$ cat config.mk
export PLATFORM = sky130hd
export DESIGN_NAME = encoder_slot_selector
export DESIGN_NICKNAME = d
export VERILOG_FILES = /design/src/rtl/ess_pkg.sv /design/src/rtl/ess_cfg.sv /design/src/rtl/ess_step.sv /design/src/rtl/encoder_slot_selector.sv
export SDC_FILE = /design/constraint.sdc
export NUM_CORES = 1
export LEC_CHECK = 0
export BUFFER_PORTS_ARGS = -buffer_cell sky130_fd_sc_hd__buf_2
export CORE_MARGIN = 8
export CORE_UTILIZATION = 36
export DETAILED_ROUTE_END_ITERATION = 8
export GPL_TIMING_DRIVEN = 0
export SLEW_MARGIN = 30
export SYNTH_ARGS = -nofsm -noshare
export SYNTH_HDL_FRONTEND = slang
export SYNTH_SLANG_ARGS = --single-unit
$ cat constraint.sdc
create_clock -name clk -period 15.4 [get_ports clk]
set_input_delay 3.08 -clock clk [delete_from_list [all_inputs] [get_ports clk]]
set_output_delay 3.08 -clock clk [all_outputs]
set_load 0.01 [all_outputs]
$ cat src/rtl/ess_pkg.sv
// Shared types, constants and register codes for the encoder slot selector.
package ess_pkg;

	localparam int SLOT_COUNT_DEF = 8;
	localparam int CFG_IDX_W      = 2;

	// Configuration register indexes
	localparam logic [CFG_IDX_W-1:0] CFG_DEBOUNCE_US  = 2'd0;
	localparam logic [CFG_IDX_W-1:0] CFG_PREVIEW_TMO  = 2'd1;
	localparam logic [CFG_IDX_W-1:0] CFG_STARTUP_MS   = 2'd2;

	localparam logic [31:0] DEBOUNCE_US_RST = 32'd200000;
	localparam logic [31:0] PREVIEW_TMO_RST = 32'd3500;
	localparam logic [15:0] STARTUP_MS_RST  = 16'd500;

	localparam logic [1:0] THR_NORMAL     = 2'd1;
	localparam logic [1:0] THR_AFTER_PRESS = 2'd2;

	typedef struct packed {
		logic signed [31:0] encoder_count;
		logic               button_level;
		logic               probe_active;
		logic [31:0]        now_ms;
		logic [31:0]        now_us;
	} sample_t;

	typedef struct packed {
		logic [2:0] active_slot;
		logic [2:0] preview_slot;
		logic       committed;
		logic       previewing;
	} result_t;

	typedef struct packed {
		logic [31:0] debounce_us;
		logic [31:0] preview_timeout_ms;
		logic [15:0] startup_ms;
	} cfg_t;

	// Tracking state apart from the slot numbers
	typedef struct packed {
		logic signed [31:0] reference_count;
		logic signed [31:0] latest_count;
		logic               sampled_button;
		logic               previous_button;
		logic [31:0]        press_stamp_us;
		logic [31:0]        preview_stamp_ms;
		logic               showing_flag;
		logic [1:0]         step_threshold;
	} track_t;

endpackage

$ cat src/rtl/ess_cfg.sv
// Configuration register file for the encoder slot selector.
module ess_cfg (
	input  logic                           clk,
	input  logic                           arst_n,
	input  logic                           cfg_valid,
	output logic                           cfg_ready,
	input  logic [ess_pkg::CFG_IDX_W-1:0]  cfg_index,
	input  logic [31:0]                    cfg_data,
	output ess_pkg::cfg_t                  cfg
);

	ess_pkg::cfg_t cfg_q;

	assign cfg_ready = 1'b1;
	assign cfg      = cfg_q;

	always_ff @(posedge clk or negedge arst_n) begin
		if (!arst_n) begin
			cfg_q.debounce_us        <= ess_pkg::DEBOUNCE_US_RST;
			cfg_q.preview_timeout_ms <= ess_pkg::PREVIEW_TMO_RST;
			cfg_q.startup_ms         <= ess_pkg::STARTUP_MS_RST;
		end else if (cfg_valid) begin
			unique case (cfg_index)
				ess_pkg::CFG_DEBOUNCE_US: cfg_q.debounce_us        <= cfg_data;
				ess_pkg::CFG_PREVIEW_TMO: cfg_q.preview_timeout_ms <= cfg_data;
				ess_pkg::CFG_STARTUP_MS:  cfg_q.startup_ms         <= cfg_data[15:0];
				default: ; // drop writes to unknown indexes
			endcase
		end
	end

endmodule

$ cat src/rtl/ess_step.sv
// Next-state and result logic for one sample of the encoder slot selector.
module ess_step #(
	parameter int SLOT_COUNT = ess_pkg::SLOT_COUNT_DEF,
	parameter int SLOT_W     = $clog2(SLOT_COUNT)
) (
	input  ess_pkg::sample_t    sample,
	input  ess_pkg::cfg_t       cfg,
	input  logic [SLOT_W-1:0]   active_cur,
	input  logic [SLOT_W-1:0]   preview_cur,
	input  ess_pkg::track_t     track_cur,
	output logic [SLOT_W-1:0]   active_nxt,
	output logic [SLOT_W-1:0]   preview_nxt,
	output ess_pkg::track_t     track_nxt,
	output ess_pkg::result_t    result
);

	logic               resync;
	logic               press;
	logic               timeout;
	logic [SLOT_W-1:0]  active_a;
	logic [SLOT_W-1:0]  active_b;
	logic [SLOT_W-1:0]  preview_c;
	logic [SLOT_W-1:0]  preview_up;
	logic [SLOT_W-1:0]  preview_dn;
	logic signed [31:0] latest_a;
	logic signed [31:0] ref_b;
	logic               showing_b;
	logic [1:0]         thr_b;
	logic [31:0]        us_since_press;
	logic [31:0]        ms_since_move;
	logic signed [32:0] diff;
	logic [32:0]        count_gap;
	logic               step_ok;
	logic               moved;
	logic               step_dn;
	logic [SLOT_W+2:0]  active_ext;
	logic [SLOT_W+2:0]  preview_ext;

	assign us_since_press = sample.now_us - track_cur.press_stamp_us;
	assign ms_since_move  = sample.now_ms - track_cur.preview_stamp_ms;

	// Probe or startup window: adopt the preview and resync the reference
	assign resync   = sample.probe_active || (sample.now_ms < {16'd0, cfg.startup_ms});
	assign active_a = resync ? preview_cur : active_cur;
	assign latest_a = resync ? sample.encoder_count : track_cur.latest_count;

	// Debounced falling edge, judged on the previously sampled level
	assign press = !track_cur.sampled_button && track_cur.previous_button &&
		(us_since_press > cfg.debounce_us);
	assign ref_b     = press ? latest_a : (resync ? sample.encoder_count
		: track_cur.reference_count);
	assign showing_b = press ? 1'b0 : track_cur.showing_flag;
	assign thr_b     = press ? ess_pkg::THR_AFTER_PRESS : track_cur.step_threshold;
	assign active_b  = press ? preview_cur : active_a;

	// Idle preview falls back to the active slot
	assign timeout   = (ms_since_move > cfg.preview_timeout_ms) && showing_b &&
		(active_b != preview_cur);
	assign preview_c = timeout ? active_b : preview_cur;

	// Encoder movement against the reference
	assign diff      = 33'(ref_b) - 33'(sample.encoder_count);
	assign count_gap = diff[32] ? 33'(-diff) : 33'(diff);
	assign step_ok   = count_gap >= {31'd0, thr_b};
	assign moved     = step_ok && (diff != '0);
	assign step_dn   = !diff[32];

	assign preview_dn = (preview_c == '0) ? SLOT_W'(SLOT_COUNT - 1) : preview_c - 1'b1;
	assign preview_up = ({1'b0, preview_c} + 1'b1 >= (SLOT_W+1)'(SLOT_COUNT)) ? '0
		: preview_c + 1'b1;

	always_comb begin
		active_nxt  = active_b;
		preview_nxt = preview_c;
		track_nxt.reference_count  = ref_b;
		track_nxt.latest_count     = sample.encoder_count;
		track_nxt.sampled_button   = sample.button_level;
		track_nxt.previous_button  = track_cur.sampled_button;
		track_nxt.press_stamp_us   = press ? sample.now_us : track_cur.press_stamp_us;
		track_nxt.preview_stamp_ms = timeout ? sample.now_ms : track_cur.preview_stamp_ms;
		track_nxt.showing_flag     = timeout ? 1'b0 : showing_b;
		track_nxt.step_threshold   = step_ok ? ess_pkg::THR_NORMAL : thr_b;
		if (moved) begin
			preview_nxt = step_dn ? preview_dn : preview_up;
			track_nxt.reference_count  = sample.encoder_count;
			track_nxt.showing_flag     = 1'b1;
			track_nxt.preview_stamp_ms = sample.now_ms;
		end
	end

	assign active_ext  = {3'd0, active_nxt};
	assign preview_ext = {3'd0, preview_nxt};

	assign result.active_slot  = active_ext[2:0];
	assign result.preview_slot = preview_ext[2:0];
	assign result.committed    = press;
	assign result.previewing   = track_nxt.showing_flag;

endmodule

$ cat src/rtl/encoder_slot_selector.sv
// Top level of the encoder slot selector: input register, state and result register.
//
// Usage:
//   Each sample transfer on the sample channel (encoder count, button level,
//   probe flag, ms and us timestamps) yields exactly one result transfer on
//   the result channel (active slot, preview slot, committed, previewing).
//   The user must write registers (cfg channel: index, data) only while the
//   block is idle; the block does not enforce it. cfg_ready is always high
//   and unknown indexes are dropped.
// Path: a transferred sample lands in the input register; once processed,
//   its result loads the result register, which then offers the transfer.
// Throughput: one sample per cycle while result_ready is high. The update
//   is one pass of compares, a 33-bit count difference and a slot step up
//   or down between the input and result registers, so nothing iterates.
// Stall: when the receiver holds result_ready low, the result register
//   holds, the input register still fills once, and then sample_ready drops
//   until the result is taken. No result is lost or repeated.
// Reset: arst_n clears both valid flags, restores the register defaults
//   and puts the slot state in its initial form (slots 0, button released).
module encoder_slot_selector #(
	parameter int SLOT_COUNT = ess_pkg::SLOT_COUNT_DEF
) (
	input  logic                          clk,
	input  logic                          arst_n,
	input  logic                          sample_valid,
	output logic                          sample_ready,
	input  ess_pkg::sample_t              sample_data,
	output logic                          result_valid,
	input  logic                          result_ready,
	output ess_pkg::result_t              result_data,
	input  logic                          cfg_valid,
	output logic                          cfg_ready,
	input  logic [ess_pkg::CFG_IDX_W-1:0] cfg_index,
	input  logic [31:0]                   cfg_data
);

	localparam int SLOT_W = $clog2(SLOT_COUNT);

	ess_pkg::cfg_t    cfg;
	ess_pkg::sample_t sample_s1;
	logic             valid_s1;
	ess_pkg::result_t result_s2;
	logic             valid_s2;
	logic             advance;

	logic [SLOT_W-1:0] active_q;
	logic [SLOT_W-1:0] preview_q;
	ess_pkg::track_t   track_q;
	logic [SLOT_W-1:0] active_nxt;
	logic [SLOT_W-1:0] preview_nxt;
	ess_pkg::track_t   track_nxt;
	ess_pkg::result_t  result_nxt;

	ess_cfg u_cfg (
		.clk       (clk),
		.arst_n    (arst_n),
		.cfg_valid (cfg_valid),
		.cfg_ready (cfg_ready),
		.cfg_index (cfg_index),
		.cfg_data  (cfg_data),
		.cfg       (cfg)
	);

	// Process the held sample whenever the result register is free or draining
	assign advance      = valid_s1 && (!valid_s2 || result_ready);
	assign sample_ready = !valid_s1 || advance;

	always_ff @(posedge clk or negedge arst_n) begin
		if (!arst_n) begin
			valid_s1 <= 1'b0;
		end else if (sample_ready) begin
			valid_s1 <= sample_valid;
		end
	end

	always_ff @(posedge clk) begin
		if (sample_ready && sample_valid) begin
			sample_s1 <= sample_data;
		end
	end

	ess_step #(
		.SLOT_COUNT (SLOT_COUNT),
		.SLOT_W     (SLOT_W)
	) u_step (
		.sample      (sample_s1),
		.cfg         (cfg),
		.active_cur  (active_q),
		.preview_cur (preview_q),
		.track_cur   (track_q),
		.active_nxt  (active_nxt),
		.preview_nxt (preview_nxt),
		.track_nxt   (track_nxt),
		.result      (result_nxt)
	);

	// Slot state advances exactly once per processed sample
	always_ff @(posedge clk or negedge arst_n) begin
		if (!arst_n) begin
			active_q                 <= '0;
			preview_q                <= '0;
			track_q.reference_count  <= '0;
			track_q.latest_count     <= '0;
			track_q.sampled_button   <= 1'b1;
			track_q.previous_button  <= 1'b0;
			track_q.press_stamp_us   <= '0;
			track_q.preview_stamp_ms <= '0;
			track_q.showing_flag     <= 1'b0;
			track_q.step_threshold   <= ess_pkg::THR_NORMAL;
		end else if (advance) begin
			active_q  <= active_nxt;
			preview_q <= preview_nxt;
			track_q   <= track_nxt;
		end
	end

	// Result register: load on advance, clear valid once the transfer is done
	always_ff @(posedge clk or negedge arst_n) begin
		if (!arst_n) begin
			valid_s2 <= 1'b0;
		end else if (advance) begin
			valid_s2 <= 1'b1;
		end else if (result_ready) begin
			valid_s2 <= 1'b0;
		end
	end

	always_ff @(posedge clk) begin
		if (advance) begin
			result_s2 <= result_nxt;
		end
	end

	assign result_valid = valid_s2;
	assign result_data  = result_s2;

	a_threshold_legal: assert property (@(posedge clk) disable iff (!arst_n)
		(track_q.step_threshold == ess_pkg::THR_NORMAL) ||
		(track_q.step_threshold == ess_pkg::THR_AFTER_PRESS))
		else $error("step threshold out of range");

	a_slots_in_range: assert property (@(posedge clk) disable iff (!arst_n)
		({1'b0, active_q} < (SLOT_W+1)'(SLOT_COUNT)) &&
		({1'b0, preview_q} < (SLOT_W+1)'(SLOT_COUNT)))
		else $error("slot number beyond slot count");

	a_no_overwrite_s1: assert property (@(posedge clk) disable iff (!arst_n)
		(valid_s1 && !advance) |-> !sample_ready)
		else $error("input register would be overwritten");

	a_result_after_advance: assert property (@(posedge clk) disable iff (!arst_n)
		advance |=> result_valid)
		else $error("processed sample produced no result");

	a_state_holds: assert property (@(posedge clk) disable iff (!arst_n)
		!advance |=> ($stable(active_q) && $stable(preview_q) && $stable(track_q)))
		else $error("slot state changed without a processed sample");

endmodule

# Word-level counts from Yosys, hierarchy flattened
# Index checks and enable logic that the tools add are counted.
# totals
ff_bits,327
in_bits,137
# classes
n_addsub,7
order_cmp,5
n_eq_ne,3
n_mux,20
n_reduce_logical,23
# ops
cell,n
$mux 32,5
$mux 33,2
$gt 32x32->1,2
$sub 32x32->32,2
$ge 33x2->1,1
$neg 33->33,1
$reduce_bool 33->1,1
$sub 32x32->33,1
$lt 32x16->1,1
$mux 3,7
$reduce_and 2->1,5
$logic_and 1x1->1,7
$add 3x1->4 const B,1
$ge 4x4->1 const B,1
$mux 1,4
$mux 2,2
$reduce_bool 2->1,2
$add 3x1->3 const B,1
$logic_not 1->1,3
$logic_not 3->1,1
$logic_or 1x1->1,3
$ne 3x3->1,1
$sub 3x1->3 const B,1
$eq 2x1->1 const B,1
other kinds (2),2

# Depth between registers and ports, before layout
# depth
ltp_word,12
ltp_mapped,56
ltp_nobuf,52

# Hierarchy
# A second synthesis with hierarchy kept.
# hier_totals
cells_unflattened,2216
hier_area_um2,23344.9
# modules_own_cells
module,instances,cells_each,area_per_inst_um2
ess_step,1,1636,11476.0
encoder_slot_selector,1,408,8854.7
ess_cfg,1,172,3014.1

# Worst setup path before layout
# No wires, ideal clock.
# synth_timing
path_kind,register to register
from,register sample_s1[0] in the netlist's numbering
to,register track_q[10] in the netlist's numbering
setup_time_ns,0.125
t_arrival_ns,10.018
required_ns,15.275
path_slack_ns,5.257
stages_incl_launch_ff,50
n_path_buf,1
synth_period_minus_slack_ns,10.143
path_cell_list,edfxtp_1 > inv_1 > ha_1 > inv_1 > fa_1 > a21o_1 > a21oi_1 > o21bai_1 > a21oi_1 > nand2b_1 > a21oi_1 > a41oi_1 > a211o_1 > o21ai_0 > o21a_1 > o21a_1 > nor2_1 > xnor2_1 > [... 14 more ...] > inv_1 > fa_1 > a21o_1 > a221o_1 > a211oi_4 > o31ai_1 > o221a_1 > or4_4 > or4_1 > a311oi_1 > a22oi_1 > a211oi_1 > nand4_1 > nor4_2 > a211oi_2 > o21a_4 > buf_6 > mux2_4
# synth_via
elab_chain_cells,11
# synth_lines
element,line,rtl
"start, declared",encoder_slot_selector.sv:40,ess_pkg::sample_t sample_s1;
"start signal, assigned",encoder_slot_selector.sv:78,sample_s1 <= sample_data;
$sub 32x32->32 (*),ess_step.sv:39,assign us_since_press = sample.now_us - track_cur.press_stamp_us;
$gt 32x32->1 (*),ess_step.sv:49,(us_since_press > cfg.debounce_us);
$logic_and 1x1->1 (*),ess_step.sv:48,assign press = !track_cur.sampled_button && track_cur.previous_button &&
$mux 32,ess_step.sv:50,assign ref_b = press ? latest_a : (resync ? sample.encoder_count
$sub 32x32->33,ess_step.sv:62,assign diff = 33'(ref_b) - 33'(sample.encoder_count);
$neg 33->33,ess_step.sv:63,assign count_gap = diff[32] ? 33'(-diff) : 33'(diff);
$mux 33,ess_step.sv:63,
$ge 33x2->1,ess_step.sv:64,"assign step_ok = count_gap >= {31'd0, thr_b};"
$logic_and 1x1->1,ess_step.sv:65,assign moved = step_ok && (diff != '0);
$reduce_bool 2->1 (no source line),--,
$reduce_and 2->1 (no source line),--,
"end signal, assigned",encoder_slot_selector.sv:113,track_q <= track_nxt;
"end, declared",encoder_slot_selector.sv:48,ess_pkg::track_t track_q;
# Mark *: on every way between the ends. The rest lies on a longest branch, timed or not.
# A chain may end at the register's enable or synchronous reset.

# Worst setup path after layout
# layout_timing
from,register sample_s1[0] in the netlist's numbering
to,register track_q[124] in the netlist's numbering
# layout_via
elab_chain_cells,10
# layout_lines
element,line,rtl
$sub 32x32->32 (*),ess_step.sv:39,
$gt 32x32->1 (*),ess_step.sv:49,
$logic_and 1x1->1 (*),ess_step.sv:48,
$mux 32,ess_step.sv:50,
$sub 32x32->33,ess_step.sv:62,
$neg 33->33,ess_step.sv:63,
$mux 33,ess_step.sv:63,
$ge 33x2->1,ess_step.sv:64,
$logic_and 1x1->1,ess_step.sv:65,
$mux 32 (*),ess_step.sv:83,if (moved) begin
# Marked as above.

==> summary.md <==
| Metric | Value |
|---|---|
| Async S/R FF share, synth | `67.58%` |
| Num CTS Buffers | `39` |
| Unique masters post-synth | `88` |
| Hold path depth | `2` |
| Internal | `2348 µW` |
| Crit path kind | `register to register` |
| GRT Total Usage | `16.90%` |
| R2R setup slack | `2.54 ns` |
| Initial core utilization | `36.26%` |
| Worst-path fanout max | `10` |
| Full die area | `0.06573 mm²` |
| Final setup violation count | `0` |
| Clk slew on worst S/H paths | `0.06 ns` |
| Post-Synthesis Cells | `2137` |
| Largest net degree at the start of global routing | `81` |
| Upper clock frequency limit | `77.78 MHz` |
| Area leader, netlist | `dfrtp_1` |
| Share of cells above drive strength 1 | `15.99%` |
| Outcome | `complete, no violations` |
| Yosys reg bits | `327` |
| DRT Wirelength | `57000 µm` |
| Max IR drop VDD | `0.09052 mV` |
| Total net switching power | `1523 µW` |
| Initial antenna violation count | `2` |
| Synthesis-to-finish area growth | `14.79%` |
| Final period util | `83.49%` |
| WP buf/inv | `6` |
| Worst-Margin Slew | `0.9676 ns` |
| Clk pwr share | `23.3%` |
| Worst R2R Start | `sample_s1[0]$_DFFE_PP_` |
| Sequential share of the synthesized area | `42.01%` |
| Die Y | `256.4 µm` |
| Worst path depth | `48` |
| Post-CTS setup buffer count | `0` |
| Global routing usage on met1 | `24.20%` |
| Required @ worst endpoint | `15.81 ns` |
| Switching part of the total | `39.35%` |
| GRT Max-Usage Layer | `met2` |
| Layout Skew | `0.02560 ns` |
| I/O Buffers | `146` |
| Max-cap violations | `0` |
| Hpwl dp | `44140 µm` |
| Setup tns final | `0 ns` |
| Seq pwr share | `30.0%` |
| Period minus WS final | `12.86 ns` |
| Routed Antenna Nets | `0` |
| Net Count, Synth | `2457` |
| Logic pwr share | `46.7%` |
| Count leader, synth | `nand2_1` |
| Avg Cell Area, Syn | `9.734 µm²` |
| Clock Latency Late Sink | `0.58 ns` |
| Hold_buf cts | `0` |
| # DRC | `0` |
| Area share of the largest cell type after synthesis | `24.06%` |
| Synth area leaders | `dfrtp_1 24%, edfxtp_1 15%, ha_1 11%, mux2_2 4.8%, nand2_1 4.4%` |
| Met3 GRT Util | `2.779%` |
| Core region area | `0.05737 mm²` |
| Clock root cell | `clkbuf_16` |
| CP dominant cell by count | `a21oi_1` |
| Num rows | `88` |
| Max stage delay on crit path | `0.80 ns` |
| Lkg Pwr | `0.01075 µW` |
| EDFF count, synth | `106` |
| RSZ-0062 raised after global routing | `no` |
| GPL Wtd Cong | `0.9116` |
| Worst R2R Path Depth | `48` |
| CP Data Arrival Time | `13.26 ns` |
| Final Max Slew Viols | `0` |
| CP max stage cell | `a2111oi_2` |
| Clock sinks | `327` |
| Critical R2R Capture | `track_q[124]$_DFFE_PN0P_` |
| CTS tree | `built` |
| Nets | `2648` |
| Met2 Usage GRT | `26.15%` |
| Remaining global-route overflow | `0` |
| I/O pin count | `148` |
| Pwr Total | `3871 µW` |
| PD cells | `162.1 mW/mm²` |
| Worst hold-check path type | `register to register` |
| First-pass DRT Iterations | `5` |
| CP endpoint kind | `register` |
| Synth warn | `0` |
| Drt wl/cell | `18.25 µm` |
| H-tree Lvls | `2` |
| CP delay by family, top | `compound AO/OA/AOI/OAI gates` |
| Main flop type after synthesis | `dfrtp_1` |
| Synth Cell Area | `0.02080 mm²` |
| First DRT Iteration DRCs | `1000` |
| Max clock buf depth | `3` |
| Worst setup path start | `sample_s1[0]$_DFFE_PP_` |
| Relative slew slack | `35.03%` |
| Vias | `16440` |
| Final hold violation count | `0` |
| First-pass GRT wire length | `90630 µm` |
| Top cells by count, synth | `246 x nand2_1, 203 x inv_1, 200 x dfrtp_1` |
| Hold Crit Start | `track_q[67]$_DFFE_PN0P_` |
| Die Width | `256.4 µm` |
| Post-CTS resize count | `0` |
| Via-per-instance ratio | `5.264` |
| Worst Hold End | `track_q[67]$_DFFE_PN0P_` |
| Vias in the first global route | `16470` |
| Critical Path Start Type | `register` |
-- cell families after synthesis --
logic type | after synthesis | synth area share (%)
other | 1 | 0.01803
adders and majority gates | 183 | 11.12
buffers and inverters | 269 | 5.094
xor gates and xnor gates | 90 | 3.789
muxes | 158 | 8.866
AOI/OAI and AO/OA | 494 | 15.12
DFF | 327 | 42.01
and+or+nand+nor | 615 | 13.98
-- how the worst max path moves through the flow --
stage               slack (ns)                  endpoint
CTS                       2.52  track_q[124]$_DFFE_PN0P_
finish                    2.54  track_q[124]$_DFFE_PN0P_
detailed placement        2.58  track_q[124]$_DFFE_PN0P_
global placement          1.94  result_data[0]$_DFFE_PP_
floorplan                 5.26   track_q[10]$_DFFE_PN0P_
global route              1.60  track_q[124]$_DFFE_PN0P_
-- registers in the layout, indices dropped and copies added (netlist names) --
name          flops
track_q         133
preview_q         3
result_data       8
sample_s1        98
result_valid      1
u_cfg.cfg        80
valid_s1          1
active_q          3
-- cell type report --
type                       instances  area (µm²)
inverter                         204       765.7
antenna                            1       2.502
timing repair buffer             150       843.3
clock buffer                      50        1049
buffer                            65       295.3
clock inverter                    21       196.4
fill                            5524       33490
multi-input combinational       1541       11030
sequential                       327        8740
tap                              765       957.2
-- metrics by stage --
step	utilization (%)	std cells	hold WS [ns]	instance area, µm²	worst slack [ns]
final	41.63	3124	0.4680	23880	2.542
after global routing	41.63	3124	0.4848	23880	1.600
after CTS	41.61	3123	0.4702	23870	2.516
after detailed placement	39.44	3052	0.4583	22630	2.584
after global placement	39.21	3048	0.4548	22490	1.941
after floorplan	-	2137	0.4158	20800	5.257
-- per-layer routing --
layer	vias to the layer above	wire, µm
met5	-	0
met4	0	1217
met3	75	2660
met2	415	24820
met1	7943	28310
li1	8011	-
-- worst min-delay path: stages, from the launching register on --
cell     delay (ns)
dfrtp_1        0.33
nand2_1        0.05
nand2_1        0.06
-- power by group through the flow --
| stage | logic [µW] | registers, µW | clock network, µW |
|---|---|---|---|
| 2_1_floorplan | 1330 | 1150 | 0 |
| 3_3_place_gp | 1730 | 1170 | 0 |
| 3_5_place_dp | 1790 | 1170 | 0 |
| 4_1_cts | 1800 | 1160 | 927 |
| 5_1_grt | 2030 | 1180 | 957 |
| 6_report | 1810 | 1160 | 901 |
-- cells in the final DEF (no fill, tap or decap), drive strengths merged, types with 28 or more instances in the layout --
cell	count
nand2	246
dfrtp	200
a31oi	42
buf	159
mux2	120
nor2	126
mux2i	38
clkbuf	106
inv	204
nor3	38
a21oi	104
a21o	38
nand3	42
edfxtp	106
xnor2	69
ha	180
o21a	28
o21ai	161
No activity file was read; power rests on OpenSTA's default activity.
